## src/hw/rtl/nzf_pkg.sv

```systemverilog
// Package for the nonzero winding scanline fill block.
// Holds field widths, operation and command codes, defaults and the command struct.
// No dependencies.
package nzf_pkg;

	localparam int CW = 20;              // coordinate width, signed fixed point
	localparam int ROW_W = 8;            // row, slice and column port width
	localparam int OP_W = 2;
	localparam int DYW = 26;             // row*2^F minus vertex y, signed
	localparam int DXW = CW + 1;         // difference of two coordinates, signed
	localparam int PW = DYW + DXW;       // product width, signed
	localparam int QW = CW + 2;          // quotient kept after the divide
	localparam int KIND_W = 2;

	localparam logic [OP_W-1:0] OP_FIRST  = 2'd0;
	localparam logic [OP_W-1:0] OP_APPEND = 2'd1;
	localparam logic [OP_W-1:0] OP_QUERY  = 2'd2;
	localparam logic [OP_W-1:0] OP_NOP    = 2'd3;

	localparam logic [KIND_W-1:0] KIND_FIRST  = 2'd0;
	localparam logic [KIND_W-1:0] KIND_APPEND = 2'd1;
	localparam logic [KIND_W-1:0] KIND_QUERY  = 2'd2;

	localparam int DEF_MAX_VERTICES = 128;
	localparam int DEF_MAX_CROSSINGS = 32;
	localparam int DEF_GRID_WIDTH = 256;
	localparam int DEF_GRID_HEIGHT = 256;
	localparam int DEF_FRACTION_BITS = 8;

	typedef struct packed {
		logic [KIND_W-1:0]   kind;
		logic signed [CW-1:0] x;
		logic signed [CW-1:0] y;
		logic [ROW_W-1:0]    row;
		logic [ROW_W-1:0]    slice;
		logic                row_ok;
	} cmd_t;

endpackage

```

## src/hw/rtl/nzf_fifo.sv

```systemverilog
// Two-entry command queue between the front and back ends.
// Depends on nzf_pkg.
module nzf_fifo (
	input  logic          clk,
	input  logic          arst_n,
	input  logic          push,
	input  nzf_pkg::cmd_t wdata,
	input  logic          pop,
	output nzf_pkg::cmd_t rdata,
	output logic          full,
	output logic          empty
);
	import nzf_pkg::*;

	cmd_t       ent_q [2];
	logic       wp_q;
	logic       rp_q;
	logic [1:0] cnt_q;

	assign full = (cnt_q == 2'd2);
	assign empty = (cnt_q == 2'd0);
	assign rdata = ent_q[rp_q];

	always_ff @(posedge clk or negedge arst_n) begin
		if (!arst_n) begin
			wp_q <= 1'b0;
			rp_q <= 1'b0;
			cnt_q <= 2'd0;
		end else begin
			if (push) wp_q <= ~wp_q;
			if (pop) rp_q <= ~rp_q;
			if (push && !pop) cnt_q <= cnt_q + 2'd1;
			else if (pop && !push) cnt_q <= cnt_q - 2'd1;
		end
	end

	always_ff @(posedge clk) begin
		if (push) begin
			ent_q[wp_q] <= wdata;
		end
	end

endmodule

```

## config.mk

```make
export PLATFORM = sky130hd
export DESIGN_NAME = nzf_fifo
export DESIGN_NICKNAME = d
export VERILOG_FILES = /design/src/hw/rtl/nzf_pkg.sv /design/src/hw/rtl/nzf_fifo.sv
export SDC_FILE = /design/constraint.sdc
export NUM_CORES = 1
export LEC_CHECK = 0
export BUFFER_PORTS_ARGS = -buffer_cell sky130_fd_sc_hd__buf_4
export CORE_MARGIN = 1
export CORE_UTILIZATION = 56
export DETAILED_ROUTE_END_ITERATION = 6
export HOLD_SLACK_MARGIN = 0.15
export PLACE_DENSITY_LB_ADDON = 0.1
export SLEW_MARGIN = 25
export SYNTH_ARGS = -nofsm -noshare
export SYNTH_HDL_FRONTEND = slang
export SYNTH_SLANG_ARGS = --single-unit
```

## constraint.sdc

```tcl
create_clock -name clk -period 8.9 [get_ports clk]
set_clock_uncertainty 0.05 [all_clocks]
set_input_delay 0.445 -clock clk [delete_from_list [all_inputs] [get_ports clk]]
set_output_delay 0.445 -clock clk [all_outputs]
set_load 0.02 [all_outputs]
```

==> impl_metrics.json <==
{
  "status": "finished clean",
  "endpoint_kind": "output pin",
  "drv_slew": 0,
  "hold_violations": 0,
  "cellPowerDensity_mw_per_mm2": 328,
  "period_share_pct": 29.5,
  "worstPathArrival_ns": 2.13,
  "synth_top_area_share_pct": 74.6,
  "ys_seq_area_share_pct": 76.8,
  "cpMaxStageDelayCell": "dfrtp_4",
  "cp-endpoint": "rdata[43]",
  "cts_resized": 0,
  "hold_slack_ns": 0.216,
  "ios": 124,
  "worst_ir_drop_vdd_uv": 231,
  "regToRegStartpoint": "wp_q",
  "max_clock_freq_ghz": 0.381,
  "clockRootBuffer": "clkbuf_8",
  "hpwl_um": 4690,
  "dpl-instance-area_mm2": 0.00573,
  "clkLatencyLatePin_ns": 0.50,
  "core_area_mm2": 0.00822,
  "gp_congestion": 0.648,
  "dieWidth_um": 94.1,
  "layout_commonest_cell": "buf_4",
  "wl_met3_um": 395,
  "tightestPinTransition_ns": 0.849,
  "grt_start_max_net_pins": 36,
  "start_kind": "flip-flop",
  "reg2reg_to": "ent_q[0][9]",
  "synthesis.area_mm2": 0.00475,
  "antenna_cells": 0,
  "yosysTopAreaCell": "edfxtp_1",
  "ctsLongestPathBuffers": 2,
  "ff2ff_path_depth": 2,
  "reg2reg_slack_ns": 6.85,
  "wl_met1_um": 3420,
  "routed_via_density": 4.86,
  "slew_headroom_pct": 43.3,
  "rows": 33,
  "h-tree-depth": 4,
  "avgSynthCellArea_um2": 23.7,
  "post_cts_buffers": 0,
  "rsz0062_at_grt": "no",
  "grt_pass1_wl_um": 13400,
  "finalSetupTns_ns": 0,
  "p_leak_nw": 2.85,
  "dr.pass1.iters": 4,
  "synth_cell_types": 12,
  "holdBufCountCts": 62,
  "ys_ff_latch": 122,
  "ys.warnings.count": 0,
  "final.min_clock_period_ns": 2.62,
  "initial_utilization_pct": 57.8,
  "clkSinkCount": 122,
  "die_height_um": 94.1,
  "synth_cells": 200,
  "cts_tree": "built",
  "ant_nets": 0,
  "die_area_mm2": 0.00885,
  "first_iter_violations": 138,
  "vias": 2516,
  "hold_class": "in -> async",
  "top_layer": "met4",
  "met2_length_um": 4920,
  "area_growth_syn_to_layout_pct": 46.6,
  "crit_required_ns": 8.41,
  "track_usage_pct": 21.5,
  "drcViolationCount": 0,
  "crit_start": "rp_q",
  "layout_common_cells": "buf_4 (125), edfxtp_1 (118), dlygate4sd3_1 (62)",
  "maxCapViolCount": 0,
  "worstSetupPathType": "reg -> out",
  "totalWireLength_um": 8850,
  "synth.net_count": 264,
  "grt_pass1_vias": 2672,
  "wl_per_cell_um": 17.1,
  "drive_above_1_share_pct": 53.0,
  "synth_area_leaders": "edfxtp_1 (75%), mux2_4 (19%), buf_12 (2.5%)",
  "port-buffer-count": 123,
  "cp_max_fo": 35,
  "antenna_found_initial": 0,
  "final_area_mm2": 0.00696,
  "nets": 464,
  "cts_buffers": 17,
  "grt-ovfl-total": 0,
  "final-setup-viol-count": 0,
  "critPathMaxStageDelay_ns": 0.78,
  "clk_pin_slew_worst_paths_ns": 0.06,
  "path_cells": "buf_16 -> mux2_4 -> buf_4"
}
layout make-up:
type                            instances  area (µm²)
Sequential cell                       122        3650
Timing Repair Buffer                  188        1590
Fill cell                             388        1260
Multi-Input combinational cell         70         977
Clock buffer                           18         418
Clock inverter                         14         196
Tap cell                              105         131
Inverter                                1        3.75
critical path, delay by kind of cell (launching register included):
| kind | cells | cell delay, ns |
|---|---|---|
| buf+inv | 2 | 0.49 |
| flops | 1 | 0.78 |
| mux | 1 | 0.35 |
worst min-delay path by stage:
| stage | start | end | depth (start not counted) | slack [ns] |
|---|---|---|---|---|
| CTS | arst_n | cnt_q[1] | 2 | 0.19 |
| finish | arst_n | wp_q | 2 | 0.22 |
| floorplan | arst_n | cnt_q[0] | 0 | 0.1 |
| global placement | arst_n | wp_q | 1 | 0.19 |
| detailed placement | arst_n | wp_q | 1 | 0.19 |
| global route | arst_n | wp_q | 2 | 0.20 |
power breakdown:
part,internal [W],total [W],switching [W]
clock,0.000456,0.000703,0.000247
combinational,0.000392,0.000747,0.000354
sequential,0.000766,0.000837,0.0000709
total,0.00161,0.00229,0.000672
cells in the mapped netlist, drive strengths merged:
cell,number
xor2,4
mux2,59
xnor2,1
inv,1
and2,1
dfrtp,4
buf,7
edfxtp,118
ha,1
nor2,2
nor2b,2
per-stage QoR:
| step | power [W] | setup slack [ns] | instances | util, % |
|---|---|---|---|---|
| floorplan | 0.00136 | 5.32 | 200 | - |
| global route | 0.00237 | 6.21 | 518 | 84.7 |
| finish | 0.00229 | 6.28 | 518 | 84.7 |
| global placement | 0.00155 | 6.67 | 423 | 69.3 |
| CTS | 0.00229 | 6.26 | 518 | 84.7 |
| detailed placement | 0.00157 | 6.67 | 424 | 69.7 |
metal layers:
layer	vias up	GRT usage (%)
met5	-	0
li1	1186	-
met2	89	39.1
met1	1231	23.4
met4	0	9.36
met3	10	5.99
kinds of logic (layout without fill, tap and decap cells):
logic type                 after synthesis  in the layout  synth area share (%)
DFF                                    122            122                  76.8
muxes                                   59             59                  18.7
buffers and inverters                    8            221                  2.85
xor gates and xnor gates                 5              5                 0.922
and+or+nand+nor                          5              5                 0.554
adders and majority gates                1              1                 0.264
flip-flops by register name, summed over array words and instances (netlist names):
register  flops
wp_q          1
rp_q          1
cnt_q         2
ent_q       118
(Power assumes the default switching activity.)
