==> config.mk <==
export PLATFORM = sky130hd
export DESIGN_NAME = nzf_front
export DESIGN_NICKNAME = d
export VERILOG_FILES = /design/src/hw/rtl/nzf_pkg.sv /design/src/hw/rtl/nzf_front.sv
export SDC_FILE = /design/constraint.sdc
export NUM_CORES = 1
export LEC_CHECK = 0
export BUFFER_PORTS_ARGS = -buffer_cell sky130_fd_sc_hd__buf_2
export CORE_ASPECT_RATIO = 1.75
export CORE_UTILIZATION = 30
export CTS_CLUSTER_SIZE = 10
export DETAILED_ROUTE_END_ITERATION = 8
export HOLD_SLACK_MARGIN = 0.02
export PLACE_DENSITY = 0.61
export SYNTH_ARGS = -nofsm -noshare
export SYNTH_HDL_FRONTEND = slang
export SYNTH_SLANG_ARGS = --single-unit
export TNS_END_PERCENT = 30
==> constraint.sdc <==
create_clock -name clk -period 7.9 [get_ports clk]
set_input_delay 0.395 -clock clk [delete_from_list [all_inputs] [get_ports clk]]
set_output_delay 0.395 -clock clk [all_outputs]
set_load 0.01 [all_outputs]
==> src/hw/rtl/nzf_pkg.sv <==
// Package for the nonzero winding scanline fill block.
// Holds field widths, operation and command codes, defaults and the command struct.
// No dependencies.
package nzf_pkg;

	localparam int CW = 20;              // coordinate width, signed fixed point
	localparam int ROW_W = 8;            // row, slice and column port width
	localparam int OP_W = 2;
	localparam int DYW = 26;             // row*2^F minus vertex y, signed
	localparam int DXW = CW + 1;         // difference of two coordinates, signed
	localparam int PW = DYW + DXW;       // product width, signed
	localparam int QW = CW + 2;          // quotient kept after the divide
	localparam int KIND_W = 2;

	localparam logic [OP_W-1:0] OP_FIRST  = 2'd0;
	localparam logic [OP_W-1:0] OP_APPEND = 2'd1;
	localparam logic [OP_W-1:0] OP_QUERY  = 2'd2;
	localparam logic [OP_W-1:0] OP_NOP    = 2'd3;

	localparam logic [KIND_W-1:0] KIND_FIRST  = 2'd0;
	localparam logic [KIND_W-1:0] KIND_APPEND = 2'd1;
	localparam logic [KIND_W-1:0] KIND_QUERY  = 2'd2;

	localparam int DEF_MAX_VERTICES = 128;
	localparam int DEF_MAX_CROSSINGS = 32;
	localparam int DEF_GRID_WIDTH = 256;
	localparam int DEF_GRID_HEIGHT = 256;
	localparam int DEF_FRACTION_BITS = 8;

	typedef struct packed {
		logic [KIND_W-1:0]   kind;
		logic signed [CW-1:0] x;
		logic signed [CW-1:0] y;
		logic [ROW_W-1:0]    row;
		logic [ROW_W-1:0]    slice;
		logic                row_ok;
	} cmd_t;

endpackage

==> src/hw/rtl/nzf_front.sv <==
// Front end: input register, operation decode and row range check.
// Depends on nzf_pkg.
module nzf_front #(
	parameter int GRID_HEIGHT = nzf_pkg::DEF_GRID_HEIGHT
) (
	input  logic                        clk,
	input  logic                        arst_n,
	input  logic                        in_valid,
	output logic                        in_stall,
	input  logic [nzf_pkg::OP_W-1:0]    operation,
	input  logic signed [nzf_pkg::CW-1:0] vertex_x,
	input  logic signed [nzf_pkg::CW-1:0] vertex_y,
	input  logic [nzf_pkg::ROW_W-1:0]   row_index,
	input  logic [nzf_pkg::ROW_W-1:0]   slice_tag,
	output logic                        push,
	output nzf_pkg::cmd_t               cmd,
	input  logic                        full
);
	import nzf_pkg::*;

	logic v_q;
	cmd_t c_q;
	cmd_t c_nx;
	logic accept;

	assign in_stall = v_q & full;
	assign accept = in_valid & ~in_stall;
	assign push = v_q & ~full;
	assign cmd = c_q;

	always_comb begin
		c_nx.x = vertex_x;
		c_nx.y = vertex_y;
		c_nx.row = row_index;
		c_nx.slice = slice_tag;
		c_nx.row_ok = (row_index != '0) && (int'(row_index) <= GRID_HEIGHT - 2);
		unique case (operation)
			OP_FIRST:  c_nx.kind = KIND_FIRST;
			OP_APPEND: c_nx.kind = KIND_APPEND;
			OP_QUERY:  c_nx.kind = KIND_QUERY;
			default:   c_nx.kind = KIND_FIRST;
		endcase
	end

	// drop the unused operation code here
	always_ff @(posedge clk or negedge arst_n) begin
		if (!arst_n) begin
			v_q <= 1'b0;
		end else if (accept) begin
			v_q <= (operation != OP_NOP);
		end else if (push) begin
			v_q <= 1'b0;
		end
	end

	always_ff @(posedge clk) begin
		if (accept) begin
			c_q <= c_nx;
		end
	end

endmodule

==> impl_metrics.prom, run 1 <==
# TYPE chip_impl_metric gauge
chip_impl_info{name="top_usage_layer",value="met2"} 1
chip_impl_metric{name="maxCapViolCount",unit=""} 0
chip_impl_metric{name="worstPathArrival",unit="ns"} 1.57
chip_impl_metric{name="route.final.wire_length",unit="um"} 3880
chip_impl_metric{name="grt_use_met2",unit="%"} 20.4
chip_impl_metric{name="synthDistinctLibCells",unit=""} 10
chip_impl_info{name="timing.critical_path.to_type",value="flip-flop"} 1
chip_impl_metric{name="number_of_antenna_cells_inserted",unit=""} 0
chip_impl_metric{name="max_freq",unit="MHz"} 616
chip_impl_metric{name="first_iter_violations",unit=""} 62
chip_impl_metric{name="clock_sink_count",unit=""} 60
chip_impl_metric{name="final.setup.tns",unit="ns"} 0
chip_impl_metric{name="dieHeight",unit="um"} 107
chip_impl_metric{name="total_leakage_power",unit="nW"} 1.17
chip_impl_metric{name="num_vias",unit=""} 1187
chip_impl_metric{name="clk_path_buf_depth",unit=""} 2
chip_impl_metric{name="port_buffers",unit=""} 122
chip_impl_info{name="worst_hold_startpoint",value="vertex_y[3]"} 1
chip_impl_info{name="worstSetupPathType",value="flip-flop to flip-flop"} 1
chip_impl_metric{name="post_synth_inst_count",unit=""} 73
chip_impl_metric{name="initial_core_utilization",unit="%"} 31.6
chip_impl_info{name="worstHoldPathType",value="primary input to flip-flop"} 1
chip_impl_metric{name="worstMarginPinSlew",unit="ns"} 0.725
chip_impl_metric{name="finalMaxSlewViolations",unit=""} 0
chip_impl_info{name="cts_root_buf",value="clkbuf_8"} 1
chip_impl_info{name="tritoncts_clock_tree",value="done"} 1
chip_impl_metric{name="core_region_area",unit="sq um"} 5970
chip_impl_metric{name="floorplan.die_area",unit="sq um"} 6620
chip_impl_metric{name="worst-r2r-cell-count",unit=""} 3
chip_impl_metric{name="powerDensity",unit="nW/um^2"} 233
chip_impl_metric{name="detail_route.vias_per_cell",unit=""} 4.08
chip_impl_metric{name="tritoncts.num_buffers",unit=""} 9
chip_impl_metric{name="first_pass_iters",unit=""} 4
chip_impl_metric{name="cts_htree_levels",unit=""} 3
chip_impl_metric{name="finalCriticalPeriod",unit="ns"} 1.62
chip_impl_info{name="setup.worst_path.start_class",value="flip-flop"} 1
chip_impl_metric{name="sequential_area_share_after_synthesis",unit="%"} 95.3
chip_impl_info{name="cell_accounting_for_the_most_synthesized_area",value="edfxtp_1"} 1
chip_impl_metric{name="finalHoldViolCount",unit=""} 0
chip_impl_metric{name="routabilityCongestion",unit=""} 0.712
chip_impl_metric{name="syn_area_per_cell",unit="sq um"} 25.8
chip_impl_metric{name="synth_top_area_share",unit="%"} 94.0
chip_impl_metric{name="vdd.ir_drop.worst",unit="mV"} 0.174
chip_impl_metric{name="grt_antenna_before_repair",unit=""} 0
chip_impl_metric{name="cts_clk_pin_slew_worst_paths",unit="ns"} 0.06
chip_impl_metric{name="grt_usage",unit="%"} 12.6
chip_impl_metric{name="worst_clock_skew",unit="ns"} 0.00319
chip_impl_metric{name="worst_slew_margin_rel",unit="%"} 51.7
chip_impl_metric{name="cell_area_after_synthesis",unit="sq um"} 1890
chip_impl_metric{name="row_cnt",unit=""} 37
chip_impl_metric{name="worst-path-max-fanout",unit=""} 59
chip_impl_metric{name="mappedNetlistNets",unit=""} 135
chip_impl_metric{name="post_drt_wl_per_cell",unit="um"} 13.3
chip_impl_metric{name="finalCritPeriodShare",unit="%"} 20.5
chip_impl_info{name="launching_element_of_the_worst_setup_path",value="v_q$_DFFE_PN0P_"} 1
chip_impl_metric{name="grt_pass1_wl",unit="um"} 5580
chip_impl_info{name="ys_top_cells_by_area",value="edfxtp_1 (94%), dfrtp_1 (1.3%), nor2b_1 (1.3%), nor4_2 (1.3%), nand4_1 (0.66%)"} 1
chip_impl_metric{name="nets",unit=""} 270
chip_impl_metric{name="fin_hold_ws",unit="ns"} 0.244
chip_impl_info{name="grt_setup_unrepaired",value="false"} 1
chip_impl_metric{name="first_global_vias",unit=""} 1207
chip_impl_metric{name="postSynthRegisterBits",unit=""} 60
chip_impl_metric{name="drcViolationCount",unit=""} 0
chip_impl_info{name="outcome",value="completed"} 1
chip_impl_metric{name="areaGrowthSynthToFinish",unit="%"} 46.8
chip_impl_metric{name="met1_usage",unit="%"} 11.4
chip_impl_metric{name="cts_resized",unit=""} 0
chip_impl_metric{name="cp_data_required_time",unit="ns"} 7.85
chip_impl_metric{name="gr-total-overflow",unit=""} 0
chip_impl_metric{name="fp.dieW",unit="um"} 61.9
chip_impl_metric{name="setup.reg_to_reg.worst_slack",unit="ns"} 6.28
chip_impl_metric{name="clkLatencyLatePin",unit="ns"} 0.32
chip_impl_metric{name="postCtsSetupBuffers",unit=""} 0
chip_impl_metric{name="yosys_warnings",unit=""} 0
chip_impl_metric{name="place_hpwl",unit="um"} 2850
chip_impl_metric{name="use_met3",unit="%"} 6.88
chip_impl_metric{name="io-pin-count",unit=""} 123
chip_impl_info{name="r2r-end",value="cmd[31]$_DFFE_PP_"} 1
chip_impl_metric{name="final_antenna_net_count",unit=""} 0
chip_impl_metric{name="grt_max_degree",unit=""} 60
chip_impl_metric{name="fraction_of_final_layout_cells_with_drive_strength_greater_than_1",unit="%"} 63.4
chip_impl_metric{name="final-setup-viol-count",unit=""} 0
chip_impl_info{name="worst_setup_path_end",value="cmd[31]$_DFFE_PP_"} 1
chip_impl_info{name="worstReg2RegStart",value="v_q$_DFFE_PN0P_"} 1
## logic make-up after synthesis
kind of cell	Yosys count	synth area share [%]
AND/OR/NAND/NOR	11	4.05
flip-flops	60	95.3
AO/OA/AOI/OAI	2	0.663
## cells in the mapped netlist, drive strengths merged
library cell   n
dfrtp          1
nand4          2
nor4           2
a21o           1
and2           1
a21oi          1
nor2           1
nand2          1
edfxtp        59
nor2b          4
## through the flow
stage / instance area, sq um / utilization, % / setup slack [ns] / total power (W) / instances
after floorplan: 1890 / - / 4.18 / 0.000404 / 73
after global placement: 2610 / 43.7 / 6.14 / 0.000438 / 274
after detailed placement: 2610 / 43.7 / 6.11 / 0.000440 / 274
after CTS: 2770 / 46.4 / 6.26 / 0.000655 / 291
after global routing: 2770 / 46.4 / 6.18 / 0.000672 / 291
final: 2770 / 46.4 / 6.28 / 0.000644 / 291
## where the power goes
| group | total [W] | leakage [nW] | internal [W] | switching (W) |
|---|---|---|---|---|
| clock | 0.000211 | 0.0749 | 0.000108 | 0.000103 |
| combinational | 0.0000557 | 0.520 | 0.0000246 | 0.0000311 |
| sequential | 0.000377 | 0.575 | 0.000373 | 0.00000377 |
## timing repair
action,in CTS,in global routing
hold endpoints to repair,1,0
hold buffers,1,0
endpoints found under the setup margin,0,0
## worst max-delay path, stage by stage, from the launching register on
cell     delay (ns)
dfrtp_1        0.36
and2_1         0.18
nor2b_4        0.10
buf_4          0.58
## layout by cell type, fill, tap and decap left out
cell type,synthesis,routed
edfxtp_1,59,59
clkbuf_1,0,2
clkinv_1,0,5
and2_1,1,1
clkbuf_8,0,9
nand4_1,2,2
dfrtp_1,1,1
nor2b_4,0,1
a21o_1,1,1
nor2_1,1,1
dlygate4sd3_1,0,1
nor4_2,2,2
buf_4,0,1
nor2b_1,4,3
buf_2,0,122
a21oi_1,1,1
nand2_1,1,1
## flip-flops by register name, summed over array words and instances, names as in the netlist
signal and cells:
cmd 59, v_q 1
## area by class of cell
class | count | area [sq um]
fillers | 548 | 3200
flip-flops and latches | 60 | 1800
repair buffers | 124 | 628
clock buffers | 11 | 131
well taps | 78 | 97.6
multi-input cells | 13 | 96.3
clock inverters | 5 | 18.8
## worst min path at each step
stage,endpoint,slack (ns),depth (start not counted)
finish,cmd[20]$_DFFE_PP_,0.24,1
global route,cmd[30]$_DFFE_PP_,0.21,1
CTS,cmd[48]$_DFFE_PP_,0.22,1
detailed placement,v_q$_DFFE_PN0P_,0.17,1
global placement,v_q$_DFFE_PN0P_,0.17,1
floorplan,v_q$_DFFE_PN0P_,0.1,0
## routing by layer
layer / vias to the layer above / routed length [um]
met5: - / 0
met4: 0 / 108
met3: 10 / 336
met2: 67 / 2220
met1: 545 / 1220
li1: 565 / -
(Power assumes the default switching activity.)
==> run 2: changes to the inputs <==
- clock period: 7.9 -> 1.6 ns (I/O delays scaled with it)
==> impl_metrics.prom, run 2 (synthesis gave the netlist of run 1 again) <==
# TYPE chip_impl_metric gauge
chip_impl_metric{name="postLayoutCoreUtil",unit="%"} 57.7
chip_impl_metric{name="cts_clk_pin_slew_worst_paths",unit="ns"} 0.06
chip_impl_metric{name="io-pin-count",unit=""} 123
chip_impl_metric{name="cp_data_required_time",unit="ns"} 1.60
chip_impl_metric{name="worst_clock_skew",unit="ns"} 0.00633
chip_impl_metric{name="core_region_area",unit="sq um"} 5970
chip_impl_metric{name="num_vias",unit=""} 1441
chip_impl_info{name="worstHoldPathType",value="primary input to asynchronous set/reset pin"} 1
chip_impl_metric{name="placedCellCount",unit=""} 274
chip_impl_info{name="grt_setup_unrepaired",value="false"} 1
chip_impl_info{name="worst_setup_path_end",value="cmd[36]$_DFFE_PP_"} 1
chip_impl_info{name="commonest_non_fill_non_tap_cells_in_the_layout",value="buf_2 (122), edfxtp_1 (59), dlygate4sd3_1 (58), clkbuf_8 (9)"} 1
chip_impl_metric{name="drcViolationCount",unit=""} 0
chip_impl_metric{name="final_critical_path_setup_slack",unit="ns"} 0.293
chip_impl_metric{name="floorplan.die_area",unit="sq um"} 6620
chip_impl_info{name="timing.critical_path.to_type",value="flip-flop"} 1
chip_impl_metric{name="max_freq",unit="MHz"} 765
chip_impl_metric{name="pre_cts_slack",unit="ns"} 0.313
chip_impl_info{name="r2r-end",value="cmd[36]$_DFFE_PP_"} 1
chip_impl_metric{name="routabilityCongestion",unit=""} 0.748
chip_impl_metric{name="grt_antenna_before_repair",unit=""} 0
chip_impl_metric{name="fraction_of_final_layout_cells_with_drive_strength_greater_than_1",unit="%"} 53.0
chip_impl_metric{name="fin_total_pwr",unit="W"} 0.00385
chip_impl_metric{name="first_iter_violations",unit=""} 23
chip_impl_info{name="cts_root_buf",value="clkbuf_8"} 1
chip_impl_metric{name="hold_fix_buffers_at_cts",unit=""} 58
chip_impl_metric{name="row_cnt",unit=""} 37
chip_impl_metric{name="finalMaxSlewViolations",unit=""} 0
chip_impl_metric{name="fin_cells",unit=""} 348
chip_impl_metric{name="grt_max_degree",unit=""} 60
chip_impl_metric{name="initial_core_utilization",unit="%"} 31.6
chip_impl_metric{name="areaGrowthSynthToFinish",unit="%"} 82.6
chip_impl_metric{name="tritoncts.num_buffers",unit=""} 9
chip_impl_metric{name="worstMarginPinSlew",unit="ns"} 0.301
chip_impl_metric{name="finalCriticalPeriod",unit="ns"} 1.31
chip_impl_metric{name="gr-total-overflow",unit=""} 0
chip_impl_metric{name="cts_resized",unit=""} 0
chip_impl_metric{name="postCtsSetupBuffers",unit=""} 0
chip_impl_info{name="launching_element_of_the_worst_setup_path",value="v_q$_DFFE_PN0P_"} 1
chip_impl_info{name="layout_commonest_cell",value="buf_2"} 1
chip_impl_metric{name="dieHeight",unit="um"} 107
chip_impl_metric{name="total_leakage_power",unit="nW"} 1.45
chip_impl_info{name="setup.worst_path.start_class",value="flip-flop"} 1
chip_impl_metric{name="placement.cell_area",unit="sq um"} 2620
chip_impl_metric{name="fp.dieW",unit="um"} 61.9
chip_impl_metric{name="vdd.ir_drop.worst",unit="mV"} 0.750
chip_impl_metric{name="cts_htree_levels",unit=""} 3
chip_impl_metric{name="maxCapViolCount",unit=""} 0
chip_impl_metric{name="clk_path_buf_depth",unit=""} 2
chip_impl_metric{name="setup.reg_to_reg.worst_slack",unit="ns"} 0.29
chip_impl_metric{name="final_antenna_net_count",unit=""} 0
chip_impl_metric{name="largest_register_ffs",unit=""} 59
chip_impl_metric{name="clkLatencyLatePin",unit="ns"} 0.33
chip_impl_info{name="worstReg2RegStart",value="v_q$_DFFE_PN0P_"} 1
chip_impl_metric{name="grt_usage",unit="%"} 15.6
chip_impl_info{name="tritoncts_clock_tree",value="done"} 1
chip_impl_info{name="outcome",value="completed"} 1
chip_impl_metric{name="first_global_vias",unit=""} 1490
chip_impl_metric{name="finalHoldViolCount",unit=""} 0
chip_impl_metric{name="route.final.wire_length",unit="um"} 4730
chip_impl_metric{name="nets",unit=""} 327
chip_impl_metric{name="powerDensity",unit="nW/um^2"} 1120
chip_impl_metric{name="final-setup-viol-count",unit=""} 0
chip_impl_metric{name="post_drt_wl_per_cell",unit="um"} 13.6
chip_impl_metric{name="place_hpwl",unit="um"} 2940
chip_impl_metric{name="port_buffers",unit=""} 122
chip_impl_metric{name="detail_route.vias_per_cell",unit=""} 4.14
chip_impl_metric{name="design_area",unit="sq um"} 3440
chip_impl_metric{name="worst_slew_margin_rel",unit="%"} 79.9
chip_impl_metric{name="worst-r2r-cell-count",unit=""} 3
chip_impl_metric{name="worst-path-max-fanout",unit=""} 59
chip_impl_metric{name="finalCritPeriodShare",unit="%"} 81.7
chip_impl_metric{name="number_of_antenna_cells_inserted",unit=""} 0
chip_impl_metric{name="grt_pass1_wl",unit="um"} 6820
chip_impl_metric{name="clock_sink_count",unit=""} 60
chip_impl_info{name="worstSetupPathType",value="flip-flop to flip-flop"} 1
chip_impl_metric{name="first_pass_iters",unit=""} 4
chip_impl_metric{name="worstPathArrival",unit="ns"} 1.31
==> run 2: routing by layer <==
layer / vias to the layer above / share of wire (%) / GRT usage (%)
met5: - / 0 / 0
li1: 679 / - / -
met2: 59 / 61 / 28.3
met1: 686 / 29 / 12.2
met3: 17 / 5.4 / 6.03
met4: 0 / 4.1 / 11.0
==> run 2: power breakdown <==
group	switching (W)	leakage (nW)	internal, W	total [W]
registers	0.0000216	0.575	0.00184	0.00186
logic	0.000176	0.764	0.000219	0.000395
clock network	0.000568	0.115	0.00103	0.00160
==> run 2: metrics by stage <==
| stage | hold WS (ns) | TNS, ns |
|---|---|---|
| detailed placement | -0.141 | 0 |
| global route | 0.0287 | 0 |
| floorplan | -0.216 | -12.61 |
| global placement | -0.145 | 0 |
| CTS | 0.0248 | 0 |
| finish | 0.0465 | 0 |
==> run 2: how the worst min path moves through the flow <==
stage	from	endpoint	depth (start not counted)
after floorplan	arst_n	v_q$_DFFE_PN0P_	0
after global placement	arst_n	v_q$_DFFE_PN0P_	1
after detailed placement	arst_n	v_q$_DFFE_PN0P_	1
after CTS	arst_n	v_q$_DFFE_PN0P_	2
after global routing	arst_n	v_q$_DFFE_PN0P_	2
final	arst_n	v_q$_DFFE_PN0P_	2
==> run 2: worst max-delay path, stage by stage, from the launching register on <==
cell and delay [ns]:
dfrtp_1 0.38, and2_4 0.16, nor2b_4 0.12, buf_12 0.30
==> run 2: final cells by class <==
type / count / area, sq um
well taps: 78 / 97.6
multi-input cells: 13 / 98.8
repair buffers: 181 / 1210
fillers: 480 / 2530
flip-flops and latches: 60 / 1800
clock buffers: 9 / 124
clock inverters: 7 / 115
==> run 3: changes to the inputs <==
- clock period: 1.6 -> 1.4 ns (I/O delays scaled with it)
==> impl_metrics.prom, run 3 (synthesis gave the netlist of run 1 again) <==
# TYPE chip_impl_metric gauge
chip_impl_metric{name="route.final.wire_length",unit="um"} 4730
chip_impl_info{name="cts_root_buf",value="clkbuf_8"} 1
chip_impl_metric{name="worstMarginPinSlew",unit="ns"} 0.267
chip_impl_metric{name="finalHoldViolCount",unit=""} 0
chip_impl_metric{name="dieHeight",unit="um"} 107
chip_impl_metric{name="worst-r2r-cell-count",unit=""} 3
chip_impl_metric{name="fin_hold_ws",unit="ns"} 0.0488
chip_impl_metric{name="detailroute.wirelength.met2",unit="um"} 2790
chip_impl_metric{name="nFillCells",unit=""} 475
chip_impl_metric{name="timing.hold.worst_path_depth",unit=""} 3
chip_impl_metric{name="vdd.ir_drop.worst",unit="mV"} 0.734
chip_impl_metric{name="worstPathArrival",unit="ns"} 1.25
chip_impl_info{name="grt_setup_unrepaired",value="false"} 1
chip_impl_metric{name="postCtsSetupBuffers",unit=""} 0
chip_impl_metric{name="cp_data_required_time",unit="ns"} 1.42
chip_impl_metric{name="final-setup-viol-count",unit=""} 0
chip_impl_metric{name="routabilityCongestion",unit=""} 0.783
chip_impl_metric{name="fp.dieW",unit="um"} 61.9
chip_impl_info{name="tritoncts_clock_tree",value="done"} 1
chip_impl_metric{name="cts_clk_pin_slew_worst_paths",unit="ns"} 0.06
chip_impl_metric{name="final.setup.tns",unit="ns"} 0
chip_impl_metric{name="largest_register_ffs",unit=""} 59
chip_impl_metric{name="io-pin-count",unit=""} 123
chip_impl_metric{name="drcViolationCount",unit=""} 0
chip_impl_metric{name="port_buffers",unit=""} 122
chip_impl_info{name="outcome",value="completed"} 1
chip_impl_metric{name="final_critical_path_setup_slack",unit="ns"} 0.173
chip_impl_metric{name="tritoncts.num_buffers",unit=""} 9
chip_impl_metric{name="maxCapViolCount",unit=""} 0
chip_impl_metric{name="worst_slew_margin_rel",unit="%"} 82.0
chip_impl_metric{name="worst_clock_skew",unit="ns"} 0.00998
chip_impl_info{name="layout_commonest_cell",value="buf_2"} 1
chip_impl_metric{name="total_leakage_power",unit="nW"} 1.43
chip_impl_metric{name="met3RoutedLength",unit="um"} 225
chip_impl_metric{name="number_of_antenna_cells_inserted",unit=""} 0
chip_impl_metric{name="hold_fix_buffers_at_cts",unit=""} 58
chip_impl_metric{name="clk_path_buf_depth",unit=""} 2
chip_impl_metric{name="wl_met1",unit="um"} 1450
chip_impl_metric{name="row_cnt",unit=""} 37
chip_impl_info{name="dr.max_layer_used",value="met4"} 1
chip_impl_metric{name="fraction_of_final_layout_cells_with_drive_strength_greater_than_1",unit="%"} 51.5
chip_impl_metric{name="finalCriticalPeriod",unit="ns"} 1.23
chip_impl_metric{name="nets",unit=""} 328
chip_impl_metric{name="clock_sink_count",unit=""} 60
chip_impl_metric{name="cts_htree_levels",unit=""} 3
chip_impl_info{name="setup.worst_path.start_class",value="flip-flop"} 1
chip_impl_metric{name="place_hpwl",unit="um"} 3050
chip_impl_metric{name="initial_core_utilization",unit="%"} 31.6
chip_impl_metric{name="finalMaxSlewViolations",unit=""} 0
chip_impl_metric{name="first_global_vias",unit=""} 1528
chip_impl_metric{name="pre_cts_slack",unit="ns"} 0.184
chip_impl_metric{name="core_region_area",unit="sq um"} 5970
chip_impl_info{name="worstHoldPathType",value="primary input to flip-flop"} 1
chip_impl_metric{name="worst-path-max-fanout",unit=""} 31
chip_impl_metric{name="grt_antenna_before_repair",unit=""} 0
chip_impl_metric{name="detail_route.vias_per_cell",unit=""} 4.10
chip_impl_metric{name="grt_pass1_wl",unit="um"} 7020
chip_impl_metric{name="finalCritPeriodShare",unit="%"} 87.6
chip_impl_metric{name="post_drt_wl_per_cell",unit="um"} 13.6
chip_impl_metric{name="num_vias",unit=""} 1427
chip_impl_metric{name="gr-total-overflow",unit=""} 0
chip_impl_metric{name="final_antenna_net_count",unit=""} 0
chip_impl_metric{name="first_pass_iters",unit=""} 4
chip_impl_metric{name="max_freq",unit="MHz"} 815
chip_impl_metric{name="grt_max_degree",unit=""} 32
chip_impl_info{name="worstSetupPathType",value="flip-flop to flip-flop"} 1
chip_impl_metric{name="powerDensity",unit="nW/um^2"} 1120
chip_impl_info{name="timing.critical_path.to_type",value="flip-flop"} 1
chip_impl_info{name="commonest_non_fill_non_tap_cells_in_the_layout",value="buf_2 (122), edfxtp_1 (59), dlygate4sd3_1 (58), clkbuf_8 (9), nor2b_1 (3)"} 1
chip_impl_metric{name="first_iter_violations",unit=""} 36
chip_impl_metric{name="cts_resized",unit=""} 0
chip_impl_metric{name="areaGrowthSynthToFinish",unit="%"} 78.9
chip_impl_metric{name="floorplan.die_area",unit="sq um"} 6620
chip_impl_metric{name="clkLatencyLatePin",unit="ns"} 0.32
chip_impl_metric{name="grt_usage",unit="%"} 15.8
==> run 3: metrics by stage <==
| stage | std cells | utilization (%) | instance area (sq um) | total power [W] |
|---|---|---|---|---|
| finish | 348 | 56.5 | 3370 | 0.00378 |
| global route | 348 | 56.5 | 3370 | 0.00394 |
| CTS | 348 | 56.5 | 3370 | 0.00382 |
| detailed placement | 275 | 44.3 | 2640 | 0.00250 |
| global placement | 275 | 44.3 | 2640 | 0.00249 |
| floorplan | 73 | - | 1900 | 0.00228 |
==> run 3: worst max-delay path, stage by stage, from the launching register on <==
cell	delay (ns)
dfrtp_1	0.37
and2_4	0.15
nor2b_4	0.17
buf_12	0.22
==> run 3: layout make-up <==
| cell class | count | area, sq um | share of cell area [%] |
|---|---|---|---|
| multi-input combinational | 13 | 98.8 | 2.93 |
| sequential | 60 | 1800 | 53.3 |
| timing repair buffer | 182 | 1230 | 36.5 |
| clock buffer | 11 | 131 | 3.89 |
| tap | 78 | 97.6 | 2.89 |
| clock inverter | 4 | 17.5 | 0.519 |
==> run 3: final timing paths <==
check                                      from           endpoint  slack, ns
worst max-delay path            v_q$_DFFE_PN0P_  cmd[29]$_DFFE_PP_       0.17
worst min-delay path               operation[1]    v_q$_DFFE_PN0P_       0.05
worst max register to register  v_q$_DFFE_PN0P_  cmd[29]$_DFFE_PP_       0.17
worst min register to register  v_q$_DFFE_PN0P_    v_q$_DFFE_PN0P_       0.61
max in group asynchronous                arst_n    v_q$_DFFE_PN0P_       1.24
min in group asynchronous                arst_n    v_q$_DFFE_PN0P_       0.08
==> run 3: power by group <==
group,internal (W),total [W],leakage (nW),switching (W)
registers,0.00210,0.00213,0.575,0.0000229
logic,0.000258,0.000462,0.773,0.000204
clock network,0.000614,0.00119,0.0780,0.000576
==> run 3: metal layers <==
metal / vias to the layer above / GRT usage, %
met5: - / 0
met4: 0 / 13.3
met3: 21 / 4.83
met2: 67 / 27.1
met1: 660 / 13.7
li1: 679 / -
